[config.mk]
export PLATFORM = sky130hd
export DESIGN_NAME = terminal_line_editor_flat
export DESIGN_NICKNAME = d
export VERILOG_FILES = /design/src/tle_pkg.sv /design/src/tle_if.sv /design/src/tle_front.sv /design/src/tle_queue.sv /design/src/tle_back.sv /design/src/terminal_line_editor.sv /design/src/flat_wrapper.sv
export SDC_FILE = /design/constraint.sdc
export NUM_CORES = 1
export LEC_CHECK = 0
export BUFFER_PORTS_ARGS = -buffer_cell sky130_fd_sc_hd__clkbuf_2
export CAP_MARGIN = 20
export CORE_ASPECT_RATIO = 1.4
export CORE_MARGIN = 4
export CORE_UTILIZATION = 30
export DETAILED_ROUTE_END_ITERATION = 16
export SLEW_MARGIN = 20
export SYNTH_ARGS = -nofsm -noshare
export SYNTH_HDL_FRONTEND = slang
export SYNTH_SLANG_ARGS = --single-unit
[constraint.sdc]
create_clock -name clock -period 7.35 [get_ports clock]
set_input_delay 0.3675 -clock clock [delete_from_list [all_inputs] [get_ports clock]]
set_output_delay 0.3675 -clock clock [all_outputs]
set_load 0.1 [all_outputs]
[src/tle_pkg.sv]
// ----------------------------------------------------------------------------
// tle_pkg: shared definitions for the terminal line editor
// Field widths, character codes, command and result codes, and the table
// that expands one queued action into its result beats.
// ----------------------------------------------------------------------------
package tle_pkg;

   localparam int BUFFER_DEPTH_DEFAULT = 64;
   localparam int QUEUE_DEPTH = 4;

   localparam int CMD_W = 2;
   localparam int CHAR_W = 8;
   localparam int INDEX_W = 6;
   localparam int KIND_W = 3;

   localparam logic [CHAR_W-1:0] CH_CTRL_C  = 8'h03;
   localparam logic [CHAR_W-1:0] CH_BS      = 8'h08;
   localparam logic [CHAR_W-1:0] CH_TAB     = 8'h09;
   localparam logic [CHAR_W-1:0] CH_LF      = 8'h0A;
   localparam logic [CHAR_W-1:0] CH_CR      = 8'h0D;
   localparam logic [CHAR_W-1:0] CH_ESC     = 8'h1B;
   localparam logic [CHAR_W-1:0] CH_SPACE   = 8'h20;
   localparam logic [CHAR_W-1:0] CH_UPPER_C = 8'h43;
   localparam logic [CHAR_W-1:0] CH_UPPER_O = 8'h4F;
   localparam logic [CHAR_W-1:0] CH_LBRACK  = 8'h5B;
   localparam logic [CHAR_W-1:0] CH_CARET   = 8'h5E;
   localparam logic [CHAR_W-1:0] CH_DEL     = 8'h7F;
   localparam logic [CHAR_W-1:0] CH_NUL     = 8'h00;

   typedef enum logic [CMD_W-1:0] {
      CMD_CHAR,
      CMD_START,
      CMD_READ,
      CMD_NONE
   } command_type;

   typedef enum logic [KIND_W-1:0] {
      KIND_ECHO,
      KIND_LINE,
      KIND_CANCEL,
      KIND_COMPLETE,
      KIND_READ
   } kind_type;

   typedef enum logic [1:0] {
      MODE_READING,
      MODE_DONE,
      MODE_CANCEL
   } mode_type;

   typedef enum logic [1:0] {
      ESC_NONE,
      ESC_START,
      ESC_SEQ
   } esc_type;

   typedef enum logic [1:0] {
      FS_CLEAR,
      FS_RUN,
      FS_ZERO
   } front_state_type;

   typedef enum logic [2:0] {
      ACT_ECHO,
      ACT_CRLF,
      ACT_LFLINE,
      ACT_CANCEL,
      ACT_ERASE,
      ACT_COMPLETE,
      ACT_READ
   } action_code_type;

   typedef struct packed {
      action_code_type code;
      logic [CHAR_W-1:0] data;
   } action_type;

   typedef struct packed {
      kind_type kind;
      logic [CHAR_W-1:0] data;
      logic last;
   } result_type;

   function automatic result_type action_result(action_type act, logic [1:0] beat);
      result_type res;
      res = '{KIND_ECHO, act.data, 1'b1};
      unique case (act.code)
         ACT_ECHO: begin
            res = '{KIND_ECHO, act.data, 1'b1};
         end
         ACT_CRLF: begin
            unique case (beat)
               2'd0: res = '{KIND_ECHO, CH_CR, 1'b0};
               2'd1: res = '{KIND_ECHO, CH_LF, 1'b0};
               default: res = '{KIND_LINE, CH_NUL, 1'b1};
            endcase
         end
         ACT_LFLINE: begin
            unique case (beat)
               2'd0: res = '{KIND_ECHO, CH_LF, 1'b0};
               default: res = '{KIND_LINE, CH_NUL, 1'b1};
            endcase
         end
         ACT_CANCEL: begin
            unique case (beat)
               2'd0: res = '{KIND_ECHO, CH_CARET, 1'b0};
               2'd1: res = '{KIND_ECHO, CH_UPPER_C, 1'b0};
               default: res = '{KIND_CANCEL, CH_NUL, 1'b1};
            endcase
         end
         ACT_ERASE: begin
            unique case (beat)
               2'd0: res = '{KIND_ECHO, CH_BS, 1'b0};
               2'd1: res = '{KIND_ECHO, CH_SPACE, 1'b0};
               default: res = '{KIND_ECHO, CH_BS, 1'b1};
            endcase
         end
         ACT_COMPLETE: begin
            res = '{KIND_COMPLETE, CH_NUL, 1'b1};
         end
         ACT_READ: begin
            res = '{KIND_READ, act.data, 1'b1};
         end
         default: begin
            res = '{KIND_ECHO, act.data, 1'b1};
         end
      endcase
      return res;
   endfunction

endpackage

[src/tle_if.sv]
// ----------------------------------------------------------------------------
// tle_if: request and response channels of the terminal line editor
// Valid and ready handshake with the payload fields of each channel.
// ----------------------------------------------------------------------------
interface tle_req_if;
   logic valid;
   logic ready;
   logic [tle_pkg::CMD_W-1:0] command;
   logic [tle_pkg::CHAR_W-1:0] char_in;
   logic [tle_pkg::INDEX_W-1:0] read_index;

   modport source (output valid, output command, output char_in, output read_index,
                   input ready);
   modport sink (input valid, input command, input char_in, input read_index,
                 output ready);
endinterface

interface tle_rsp_if;
   logic valid;
   logic ready;
   logic [tle_pkg::KIND_W-1:0] out_kind;
   logic [tle_pkg::CHAR_W-1:0] out_byte;
   logic last;

   modport source (output valid, output out_kind, output out_byte, output last,
                   input ready);
   modport sink (input valid, input out_kind, input out_byte, input last,
                 output ready);
endinterface

[src/tle_front.sv]
// ----------------------------------------------------------------------------
// tle_front: request intake and line store
// Accepts requests, updates the line store, write position, escape phase and
// mode, and hands one action per result-producing request to the queue.
// ----------------------------------------------------------------------------
module tle_front #(
   parameter int BUFFER_DEPTH = tle_pkg::BUFFER_DEPTH_DEFAULT
) (
   input  logic clock,
   input  logic reset,
   tle_req_if.sink req_chan,
   output logic push_valid,
   output tle_pkg::action_type push_data,
   input  logic push_ready
);
   import tle_pkg::*;

   localparam int AW = $clog2(BUFFER_DEPTH);
   localparam int IW = ((AW > INDEX_W) ? AW : INDEX_W) + 1;

   logic [CHAR_W-1:0] store_mem [BUFFER_DEPTH];

   front_state_type state_ff, state_in;
   logic [AW-1:0] write_pos_ff, write_pos_in;
   logic [AW-1:0] clear_addr_ff, clear_addr_in;
   esc_type esc_ff, esc_in;
   mode_type mode_ff, mode_in;
   logic s1_valid_ff, s1_valid_in;
   action_code_type s1_act_ff, s1_act_in;
   logic [CHAR_W-1:0] s1_byte_ff, s1_byte_in;
   logic s1_read_ff, s1_read_in;
   logic s1_range_ff, s1_range_in;
   logic [CHAR_W-1:0] rd_ff;

   logic accept;
   logic has_res;
   logic rd_en;
   logic we;
   logic [AW-1:0] waddr;
   logic [CHAR_W-1:0] wdata;
   logic [AW-1:0] pos_inc;
   logic [IW-1:0] idx_ext;
   logic idx_in_range;
   command_type cmd;
   logic [CHAR_W-1:0] ch;

   assign cmd = command_type'(req_chan.command);
   assign ch = req_chan.char_in;
   assign req_chan.ready = (state_ff == FS_RUN) && (!s1_valid_ff || push_ready);
   assign accept = req_chan.valid && req_chan.ready;
   assign pos_inc = (write_pos_ff == AW'(BUFFER_DEPTH - 1)) ? '0 : write_pos_ff + 1'b1;
   assign idx_ext = IW'(req_chan.read_index);
   assign idx_in_range = idx_ext < IW'(BUFFER_DEPTH);

   always_comb begin
      state_in = state_ff;
      write_pos_in = write_pos_ff;
      clear_addr_in = clear_addr_ff;
      esc_in = esc_ff;
      mode_in = mode_ff;
      we = 1'b0;
      waddr = write_pos_ff;
      wdata = CH_NUL;
      has_res = 1'b0;
      rd_en = 1'b0;
      s1_act_in = ACT_ECHO;
      unique case (state_ff)
         FS_CLEAR: begin
            we = 1'b1;
            waddr = clear_addr_ff;
            clear_addr_in = clear_addr_ff + 1'b1;
            if (clear_addr_ff == AW'(BUFFER_DEPTH - 1)) begin
               state_in = FS_RUN;
            end
         end
         FS_RUN: begin
            if (accept) begin
               unique case (cmd)
                  CMD_CHAR: begin
                     if (mode_ff == MODE_READING) begin
                        unique case (ch)
                           CH_CTRL_C: begin
                              has_res = 1'b1;
                              s1_act_in = ACT_CANCEL;
                              mode_in = MODE_CANCEL;
                           end
                           CH_BS, CH_DEL: begin
                              if (write_pos_ff != '0) begin
                                 write_pos_in = write_pos_ff - 1'b1;
                                 we = 1'b1;
                                 waddr = write_pos_ff - 1'b1;
                                 has_res = 1'b1;
                                 s1_act_in = ACT_ERASE;
                              end
                           end
                           CH_TAB: begin
                              has_res = 1'b1;
                              s1_act_in = ACT_COMPLETE;
                           end
                           CH_ESC: begin
                              esc_in = ESC_START;
                           end
                           default: begin
                              unique case (esc_ff)
                                 ESC_NONE: begin
                                    we = 1'b1;
                                    waddr = write_pos_ff;
                                    wdata = ch;
                                    write_pos_in = pos_inc;
                                    state_in = FS_ZERO;
                                    has_res = 1'b1;
                                    if (ch == CH_CR) begin
                                       s1_act_in = ACT_CRLF;
                                       mode_in = MODE_DONE;
                                    end else if (ch == CH_LF) begin
                                       s1_act_in = ACT_LFLINE;
                                       mode_in = MODE_DONE;
                                    end else begin
                                       s1_act_in = ACT_ECHO;
                                    end
                                 end
                                 ESC_START: begin
                                    esc_in = (ch == CH_LBRACK || ch == CH_UPPER_O) ?
                                             ESC_SEQ : ESC_NONE;
                                 end
                                 default: begin
                                    esc_in = ESC_NONE;
                                 end
                              endcase
                           end
                        endcase
                     end
                  end
                  CMD_START: begin
                     write_pos_in = '0;
                     we = 1'b1;
                     waddr = '0;
                     mode_in = MODE_READING;
                     esc_in = ESC_NONE;
                  end
                  CMD_READ: begin
                     has_res = 1'b1;
                     rd_en = 1'b1;
                     s1_act_in = ACT_READ;
                  end
                  default: begin
                  end
               endcase
            end
         end
         FS_ZERO: begin
            we = 1'b1;
            waddr = write_pos_ff;
            state_in = FS_RUN;
         end
         default: begin
            state_in = FS_CLEAR;
         end
      endcase
   end

   assign s1_valid_in = accept ? has_res : (s1_valid_ff && !push_ready);
   assign s1_byte_in = ch;
   assign s1_read_in = rd_en;
   assign s1_range_in = idx_in_range;

   always_ff @(posedge clock) begin
      if (reset) begin
         state_ff <= FS_CLEAR;
         clear_addr_ff <= '0;
         write_pos_ff <= '0;
         esc_ff <= ESC_NONE;
         mode_ff <= MODE_READING;
         s1_valid_ff <= 1'b0;
      end else begin
         state_ff <= state_in;
         clear_addr_ff <= clear_addr_in;
         write_pos_ff <= write_pos_in;
         esc_ff <= esc_in;
         mode_ff <= mode_in;
         s1_valid_ff <= s1_valid_in;
      end
   end

   always_ff @(posedge clock) begin
      if (accept && has_res) begin
         s1_act_ff <= s1_act_in;
         s1_byte_ff <= s1_byte_in;
         s1_read_ff <= s1_read_in;
         s1_range_ff <= s1_range_in;
      end
   end

   always_ff @(posedge clock) begin
      if (we) begin
         store_mem[waddr] <= wdata;
      end
      if (rd_en) begin
         rd_ff <= store_mem[idx_ext[AW-1:0]];
      end
   end

   assign push_valid = s1_valid_ff;
   assign push_data.code = s1_act_ff;
   assign push_data.data = s1_read_ff ? (s1_range_ff ? rd_ff : CH_NUL) : s1_byte_ff;

   assert property (@(posedge clock) disable iff (reset)
      {1'b0, write_pos_ff} < (AW + 1)'(BUFFER_DEPTH))
      else $error("write position beyond the line store");

   assert property (@(posedge clock) disable iff (reset)
      (state_ff == FS_CLEAR) |-> !req_chan.ready)
      else $error("request taken during the clearing pass");

   assert property (@(posedge clock) disable iff (reset)
      (state_ff == FS_ZERO) |=> (state_ff == FS_RUN))
      else $error("terminator write did not return to run");

   assert property (@(posedge clock) disable iff (reset)
      (s1_valid_ff && !push_ready) |=> (s1_valid_ff && $stable(s1_act_ff)))
      else $error("pending action lost while the queue was full");

endmodule

[src/tle_queue.sv]
// ----------------------------------------------------------------------------
// tle_queue: action queue between front and back
// A small register queue that lets intake and result delivery stall apart.
// ----------------------------------------------------------------------------
module tle_queue (
   input  logic clock,
   input  logic reset,
   input  logic push_valid,
   input  tle_pkg::action_type push_data,
   output logic push_ready,
   output logic pop_valid,
   output tle_pkg::action_type pop_data,
   input  logic pop
);
   import tle_pkg::*;

   localparam int PW = $clog2(QUEUE_DEPTH);

   action_type entry_mem [QUEUE_DEPTH];
   logic [PW-1:0] wr_ptr_ff, wr_ptr_in;
   logic [PW-1:0] rd_ptr_ff, rd_ptr_in;
   logic [PW:0] count_ff, count_in;
   logic push_fire;
   logic pop_fire;

   assign push_ready = count_ff != (PW + 1)'(QUEUE_DEPTH);
   assign pop_valid = count_ff != '0;
   assign pop_data = entry_mem[rd_ptr_ff];
   assign push_fire = push_valid && push_ready;
   assign pop_fire = pop && pop_valid;

   always_comb begin
      wr_ptr_in = push_fire ? wr_ptr_ff + 1'b1 : wr_ptr_ff;
      rd_ptr_in = pop_fire ? rd_ptr_ff + 1'b1 : rd_ptr_ff;
      count_in = count_ff + (PW + 1)'(push_fire) - (PW + 1)'(pop_fire);
   end

   always_ff @(posedge clock) begin
      if (reset) begin
         wr_ptr_ff <= '0;
         rd_ptr_ff <= '0;
         count_ff <= '0;
      end else begin
         wr_ptr_ff <= wr_ptr_in;
         rd_ptr_ff <= rd_ptr_in;
         count_ff <= count_in;
      end
   end

   always_ff @(posedge clock) begin
      if (push_fire) begin
         entry_mem[wr_ptr_ff] <= push_data;
      end
   end

   assert property (@(posedge clock) disable iff (reset)
      count_ff <= (PW + 1)'(QUEUE_DEPTH))
      else $error("queue count beyond its depth");

   assert property (@(posedge clock) disable iff (reset)
      (push_fire && !pop_fire) |=> (count_ff == $past(count_ff) + 1'b1))
      else $error("queue count missed a push");

   assert property (@(posedge clock) disable iff (reset)
      (pop_fire && !push_fire) |=> (count_ff == $past(count_ff) - 1'b1))
      else $error("queue count missed a pop");

endmodule

[src/tle_back.sv]
// ----------------------------------------------------------------------------
// tle_back: result sequencer
// Expands the action at the queue head into one to three response beats and
// holds each in an output register until it is taken.
// ----------------------------------------------------------------------------
module tle_back (
   input  logic clock,
   input  logic reset,
   input  logic pop_valid,
   input  tle_pkg::action_type pop_data,
   output logic pop,
   tle_rsp_if.source rsp_chan
);
   import tle_pkg::*;

   logic [1:0] beat_ff, beat_in;
   logic out_valid_ff, out_valid_in;
   result_type out_res_ff;
   result_type res;
   logic load;

   assign res = action_result(pop_data, beat_ff);
   assign load = pop_valid && (!out_valid_ff || rsp_chan.ready);
   assign pop = load && res.last;

   always_comb begin
      beat_in = beat_ff;
      if (load) begin
         beat_in = res.last ? 2'd0 : beat_ff + 1'b1;
      end
      out_valid_in = load || (out_valid_ff && !rsp_chan.ready);
   end

   always_ff @(posedge clock) begin
      if (reset) begin
         beat_ff <= 2'd0;
         out_valid_ff <= 1'b0;
      end else begin
         beat_ff <= beat_in;
         out_valid_ff <= out_valid_in;
      end
   end

   always_ff @(posedge clock) begin
      if (load) begin
         out_res_ff <= res;
      end
   end

   assign rsp_chan.valid = out_valid_ff;
   assign rsp_chan.out_kind = out_res_ff.kind;
   assign rsp_chan.out_byte = out_res_ff.data;
   assign rsp_chan.last = out_res_ff.last;

   assert property (@(posedge clock) disable iff (reset)
      (beat_ff != 2'd0) |-> pop_valid)
      else $error("action left the queue before its last beat");

   assert property (@(posedge clock) disable iff (reset)
      beat_ff != 2'd3)
      else $error("beat count beyond three results");

   assert property (@(posedge clock) disable iff (reset)
      (load && !res.last) |=> (beat_ff == $past(beat_ff) + 1'b1))
      else $error("beat count did not advance");

endmodule

[src/terminal_line_editor.sv]
// ----------------------------------------------------------------------------
// terminal_line_editor: terminal line-input front end
// An action passes the front's action register and the queue, and responses
// leave from the output register. Throughput: one request a cycle while the
// queue has room; a stored character stalls the next request, as the line
// store's single write port then writes the terminator. Responses leave at one
// a cycle while the receiver is ready. Reset: the line store is cleared, ready held low.
// ----------------------------------------------------------------------------
module terminal_line_editor #(
   parameter int BUFFER_DEPTH = tle_pkg::BUFFER_DEPTH_DEFAULT
) (
   input  logic clock,
   input  logic reset,
   tle_req_if.sink req_chan,
   tle_rsp_if.source rsp_chan
);
   import tle_pkg::*;

   logic push_valid;
   logic push_ready;
   action_type push_data;
   logic pop_valid;
   logic pop;
   action_type pop_data;

   tle_front #(
      .BUFFER_DEPTH(BUFFER_DEPTH)
   ) u_front (
      .clock(clock),
      .reset(reset),
      .req_chan(req_chan),
      .push_valid(push_valid),
      .push_data(push_data),
      .push_ready(push_ready)
   );

   tle_queue u_queue (
      .clock(clock),
      .reset(reset),
      .push_valid(push_valid),
      .push_data(push_data),
      .push_ready(push_ready),
      .pop_valid(pop_valid),
      .pop_data(pop_data),
      .pop(pop)
   );

   tle_back u_back (
      .clock(clock),
      .reset(reset),
      .pop_valid(pop_valid),
      .pop_data(pop_data),
      .pop(pop),
      .rsp_chan(rsp_chan)
   );

endmodule
[src/flat_wrapper.sv]
// flat-port wrapper written by rule: the top's interface ports become plain ports
module terminal_line_editor_flat import tle_pkg::*;
#(
   parameter int BUFFER_DEPTH = tle_pkg::BUFFER_DEPTH_DEFAULT
)
  (clock, reset, req_chan_valid, req_chan_command, req_chan_char_in, req_chan_read_index, req_chan_ready, rsp_chan_valid, rsp_chan_out_kind, rsp_chan_out_byte, rsp_chan_last, rsp_chan_ready);
  tle_req_if req_chan_i ();
  tle_rsp_if rsp_chan_i ();
  input  logic clock;
  input  logic reset;
  input wire logic [$bits(req_chan_i.valid)-1:0] req_chan_valid;
  input wire logic [$bits(req_chan_i.command)-1:0] req_chan_command;
  input wire logic [$bits(req_chan_i.char_in)-1:0] req_chan_char_in;
  input wire logic [$bits(req_chan_i.read_index)-1:0] req_chan_read_index;
  output wire logic [$bits(req_chan_i.ready)-1:0] req_chan_ready;
  output wire logic [$bits(rsp_chan_i.valid)-1:0] rsp_chan_valid;
  output wire logic [$bits(rsp_chan_i.out_kind)-1:0] rsp_chan_out_kind;
  output wire logic [$bits(rsp_chan_i.out_byte)-1:0] rsp_chan_out_byte;
  output wire logic [$bits(rsp_chan_i.last)-1:0] rsp_chan_last;
  input wire logic [$bits(rsp_chan_i.ready)-1:0] rsp_chan_ready;
  assign req_chan_i.valid = req_chan_valid;
  assign req_chan_i.command = req_chan_command;
  assign req_chan_i.char_in = req_chan_char_in;
  assign req_chan_i.read_index = req_chan_read_index;
  assign req_chan_ready = req_chan_i.ready;
  assign rsp_chan_valid = rsp_chan_i.valid;
  assign rsp_chan_out_kind = rsp_chan_i.out_kind;
  assign rsp_chan_out_byte = rsp_chan_i.out_byte;
  assign rsp_chan_last = rsp_chan_i.last;
  assign rsp_chan_i.ready = rsp_chan_ready;
  terminal_line_editor #(.BUFFER_DEPTH(BUFFER_DEPTH)) u_core (.clock(clock), .reset(reset), .req_chan(req_chan_i), .rsp_chan(rsp_chan_i));
endmodule
==> impl_metrics.env <==
export IMPL_synth_area_mm2=0.0251
export IMPL_dp_cells=2376
export IMPL_synthArstFlopShare_pct=0
export IMPL_final_util_pct=34.2
export IMPL_slowest_delay_ns=0.75
export IMPL_cts_sinks=619
export IMPL_syn_area_per_cell_um2=19.1
export IMPL_cp_required_ns=7.60
export IMPL_holdWs_ns=0.0476
export IMPL_setup_ws_ns=3.19
export IMPL_max_freq_mhz=240
export IMPL_maxSlewViolCount=0
export IMPL_cts_htree_levels=2
export IMPL_syn_to_final_growth_pct=13.1
export IMPL_drt_vias_per_instance=5.04
export IMPL_maxCapViolCount=0
export IMPL_p_total_mw=7.61
export IMPL_rsz0062_at_grt="no"
export IMPL_power_density_mw_per_mm2=268
export IMPL_fill_cells=7704
export IMPL_cts_tree="done"
export IMPL_clockPowerShare_pct=38.9
export IMPL_path_class="primary input to register"
export IMPL_cts_max_path_buffers=3
export IMPL_avgRoutedWirePerCell_um=23.2
export IMPL_finalCriticalPeriod_ns=4.16
export IMPL_tightest_slew_ns=1.09
export IMPL_synthCells=1315
export IMPL_grt_pass1_wl_mm=86.2
export IMPL_clkLatencyLatePin_ns=0.63
export IMPL_cp_cell_sequence="dlygate4sd3_1 > clkbuf_2 > or3_1 > nor4_2 > o21ai_1 > a41o_1 > a21oi_1 > nand3_1 > nor2_1"
export IMPL_die_w_um=253
export IMPL_fp_row_count=125
export IMPL_p_leak_nw=9.89
export IMPL_antenna_found_initial=1
export IMPL_drt_pass1_iterations=5
export IMPL_path_max_fanout=8
export IMPL_hp_class="primary input to register"
export IMPL_final_area_mm2=0.0284
export IMPL_num_vias=12500
export IMPL_coreArea_mm2=0.0830
export IMPL_ys_top_cells_by_area="edfxtp_1 70%, mux4_2 15%, dfxtp_1 2.5%"
export IMPL_overflow=0
export IMPL_synth_seq_cells=619
export IMPL_place_ws_ns=3.18
export IMPL_setup_viol=0
export IMPL_fin_crit_sh_pct=56.6
export IMPL_cts_reportedPaths_clkPinSlew_ns=0.06
export IMPL_root_buffer="clkbuf_16"
export IMPL_io_pins=34
export IMPL_cts_buffers=56
export IMPL_synth_yosys_seq_area_share_pct=72.8
export IMPL_drc=0
export IMPL_status="completed"
export IMPL_fin_cells=2484
export IMPL_drtAntennaViolNets=0
export IMPL_first_global_vias=12900
export IMPL_dpl_hpwl_mm=36.9
export IMPL_skew_ns=0.0233
export IMPL_drt_iter0_drc=1125
export IMPL_layout_common_cells="588 x edfxtp_1, 171 x mux4_2, 96 x nor2_1, 65 x nand2_1, 57 x clkbuf_16"
export IMPL_intPower_mw=5.73
export IMPL_synthesis_nets=1350
export IMPL_vdd_drop_max_v=0.000176
export IMPL_cts_setup_buffers=0
export IMPL_nets=1393
export IMPL_pwr_share_seq_pct=51.6
export IMPL_synth_edf_count=588
export IMPL_finalHoldViolCount=0
export IMPL_fp_dieArea_mm2=0.0885
export IMPL_ys_flop_type="edfxtp_1"
export IMPL_slowest_stage="nor2_1"
export IMPL_worstPathArrival_ns=4.41
export IMPL_drt_total_wl_mm=57.5
export IMPL_synth_cell_types=75
export IMPL_fin_tns_setup_ns=0
export IMPL_end_kind="register"
export IMPL_comb_power_share_pct=9.4
export IMPL_start_util_pct=30.2
export IMPL_grtUsageTotal_pct=12.9
export IMPL_yosysTopAreaCell="edfxtp_1"
export IMPL_drive_gt1_share_pct=24.1
export IMPL_r2r_slack_ns=3.47
export IMPL_swShare_pct=24.7
export IMPL_synth_top_area_share_pct=70.3
export IMPL_place_congestion=0.838
export IMPL_cp_start_kind="primary input"
export IMPL_grt_start_max_net_pins=110
export IMPL_dieHeight_um=350
export IMPL_io_buffers=33
export IMPL_switchingPower_mw=1.88
export IMPL_yosysWarnings=0
export IMPL_layout_commonest_cell="edfxtp_1"
export IMPL_slew_headroom_pct=26.8
export IMPL_placed_area_mm2=0.0265
[state kept, by name (all words and copies together) (netlist names), 3 cells and up, named ones only]
register,cells
u_core.u_front.s1_byte_ff,8
u_core.u_back.rsp_chan.out_kind,3
u_core.u_front.clear_addr_ff,6
u_core.u_front.store_mem,512
u_core.u_front.rd_ff,8
u_core.u_queue.entry_mem,44
u_core.u_front.s1_act_ff,3
u_core.u_front.write_pos_ff,6
u_core.u_queue.count_ff,3
u_core.u_back.rsp_chan.out_byte,8
[cells in the mapped netlist (all sizes together), types with 11 or more instances]
cell type / instances
inv: 22
mux4: 171
nor2: 104
buf: 22
clkbuf: 43
nand3: 15
o21ai: 16
nor3: 11
nand2: 65
a22oi: 19
and2: 17
ha: 14
dfxtp: 31
edfxtp: 588
a21oi: 31
[routing by layer]
metal	vias to the layer above	GRT usage, %	routed length [um]
met5	-	0	0
met4	0	4.44	1800
met3	81	1.76	2250
met2	406	24.6	31700
met1	6590	14.8	21800
li1	5447	-	-
[what timing repair did]
action	in CTS	in global routing
hold buffers	3	0
gates resized for setup	0	0
hold endpoints to repair	3	0
[worst max-delay path: cells and delay by family]
kind | cells | cell delay (ns)
AO/OA/AOI/OAI | 3 | 0.99
AND/OR/NAND/NOR | 4 | 2.29
buffers and inverters | 2 | 0.75
[cell type report]
| type | count | area (um2) | share of cell area, % |
|---|---|---|---|
| diodes | 1 | 2.50 | 0.00881 |
| clock buffers | 63 | 1450 | 5.10 |
| clock inverters | 41 | 414 | 1.46 |
| inverters | 22 | 82.6 | 0.291 |
| multi-input cells | 609 | 6500 | 22.9 |
| flip-flops and latches | 619 | 18300 | 64.3 |
| well taps | 1079 | 1350 | 4.75 |
| repair buffers | 50 | 324 | 1.14 |
[final timing paths]
check                                                     from                         endpoint  depth (start not counted)
worst max-delay path                       req_chan_char_in[4]  u_core.u_front.store_mem[11][3]                          9
worst min-delay path                       req_chan_char_in[5]     u_core.u_front.s1_byte_ff[5]                          1
worst min register to register       u_core.u_front.mode_ff[1]        u_core.u_front.mode_ff[1]                          2
worst max register to register  u_core.u_front.write_pos_ff[0]  u_core.u_front.store_mem[30][5]                          9
[logic make-up after synthesis]
logic type	after synthesis	synth area share [%]
DFF	619	72.8
and+or+nand+nor	276	5.36
muxes	187	16.0
AOI/OAI and AO/OA	120	3.32
buffers and inverters	87	1.34
adders and majority gates	15	0.777
xor gates and xnor gates	11	0.384
[power by group through the flow]
stage	clock network, mW	registers, mW	logic (mW)
6_report	2.96	3.93	0.719
5_1_grt	3.18	3.94	0.766
4_1_cts	3.02	3.93	0.725
3_5_place_dp	0	4.01	0.722
3_3_place_gp	0	4.00	0.717
2_1_floorplan	0	4.26	0.320
(Power assumes the default switching activity.)
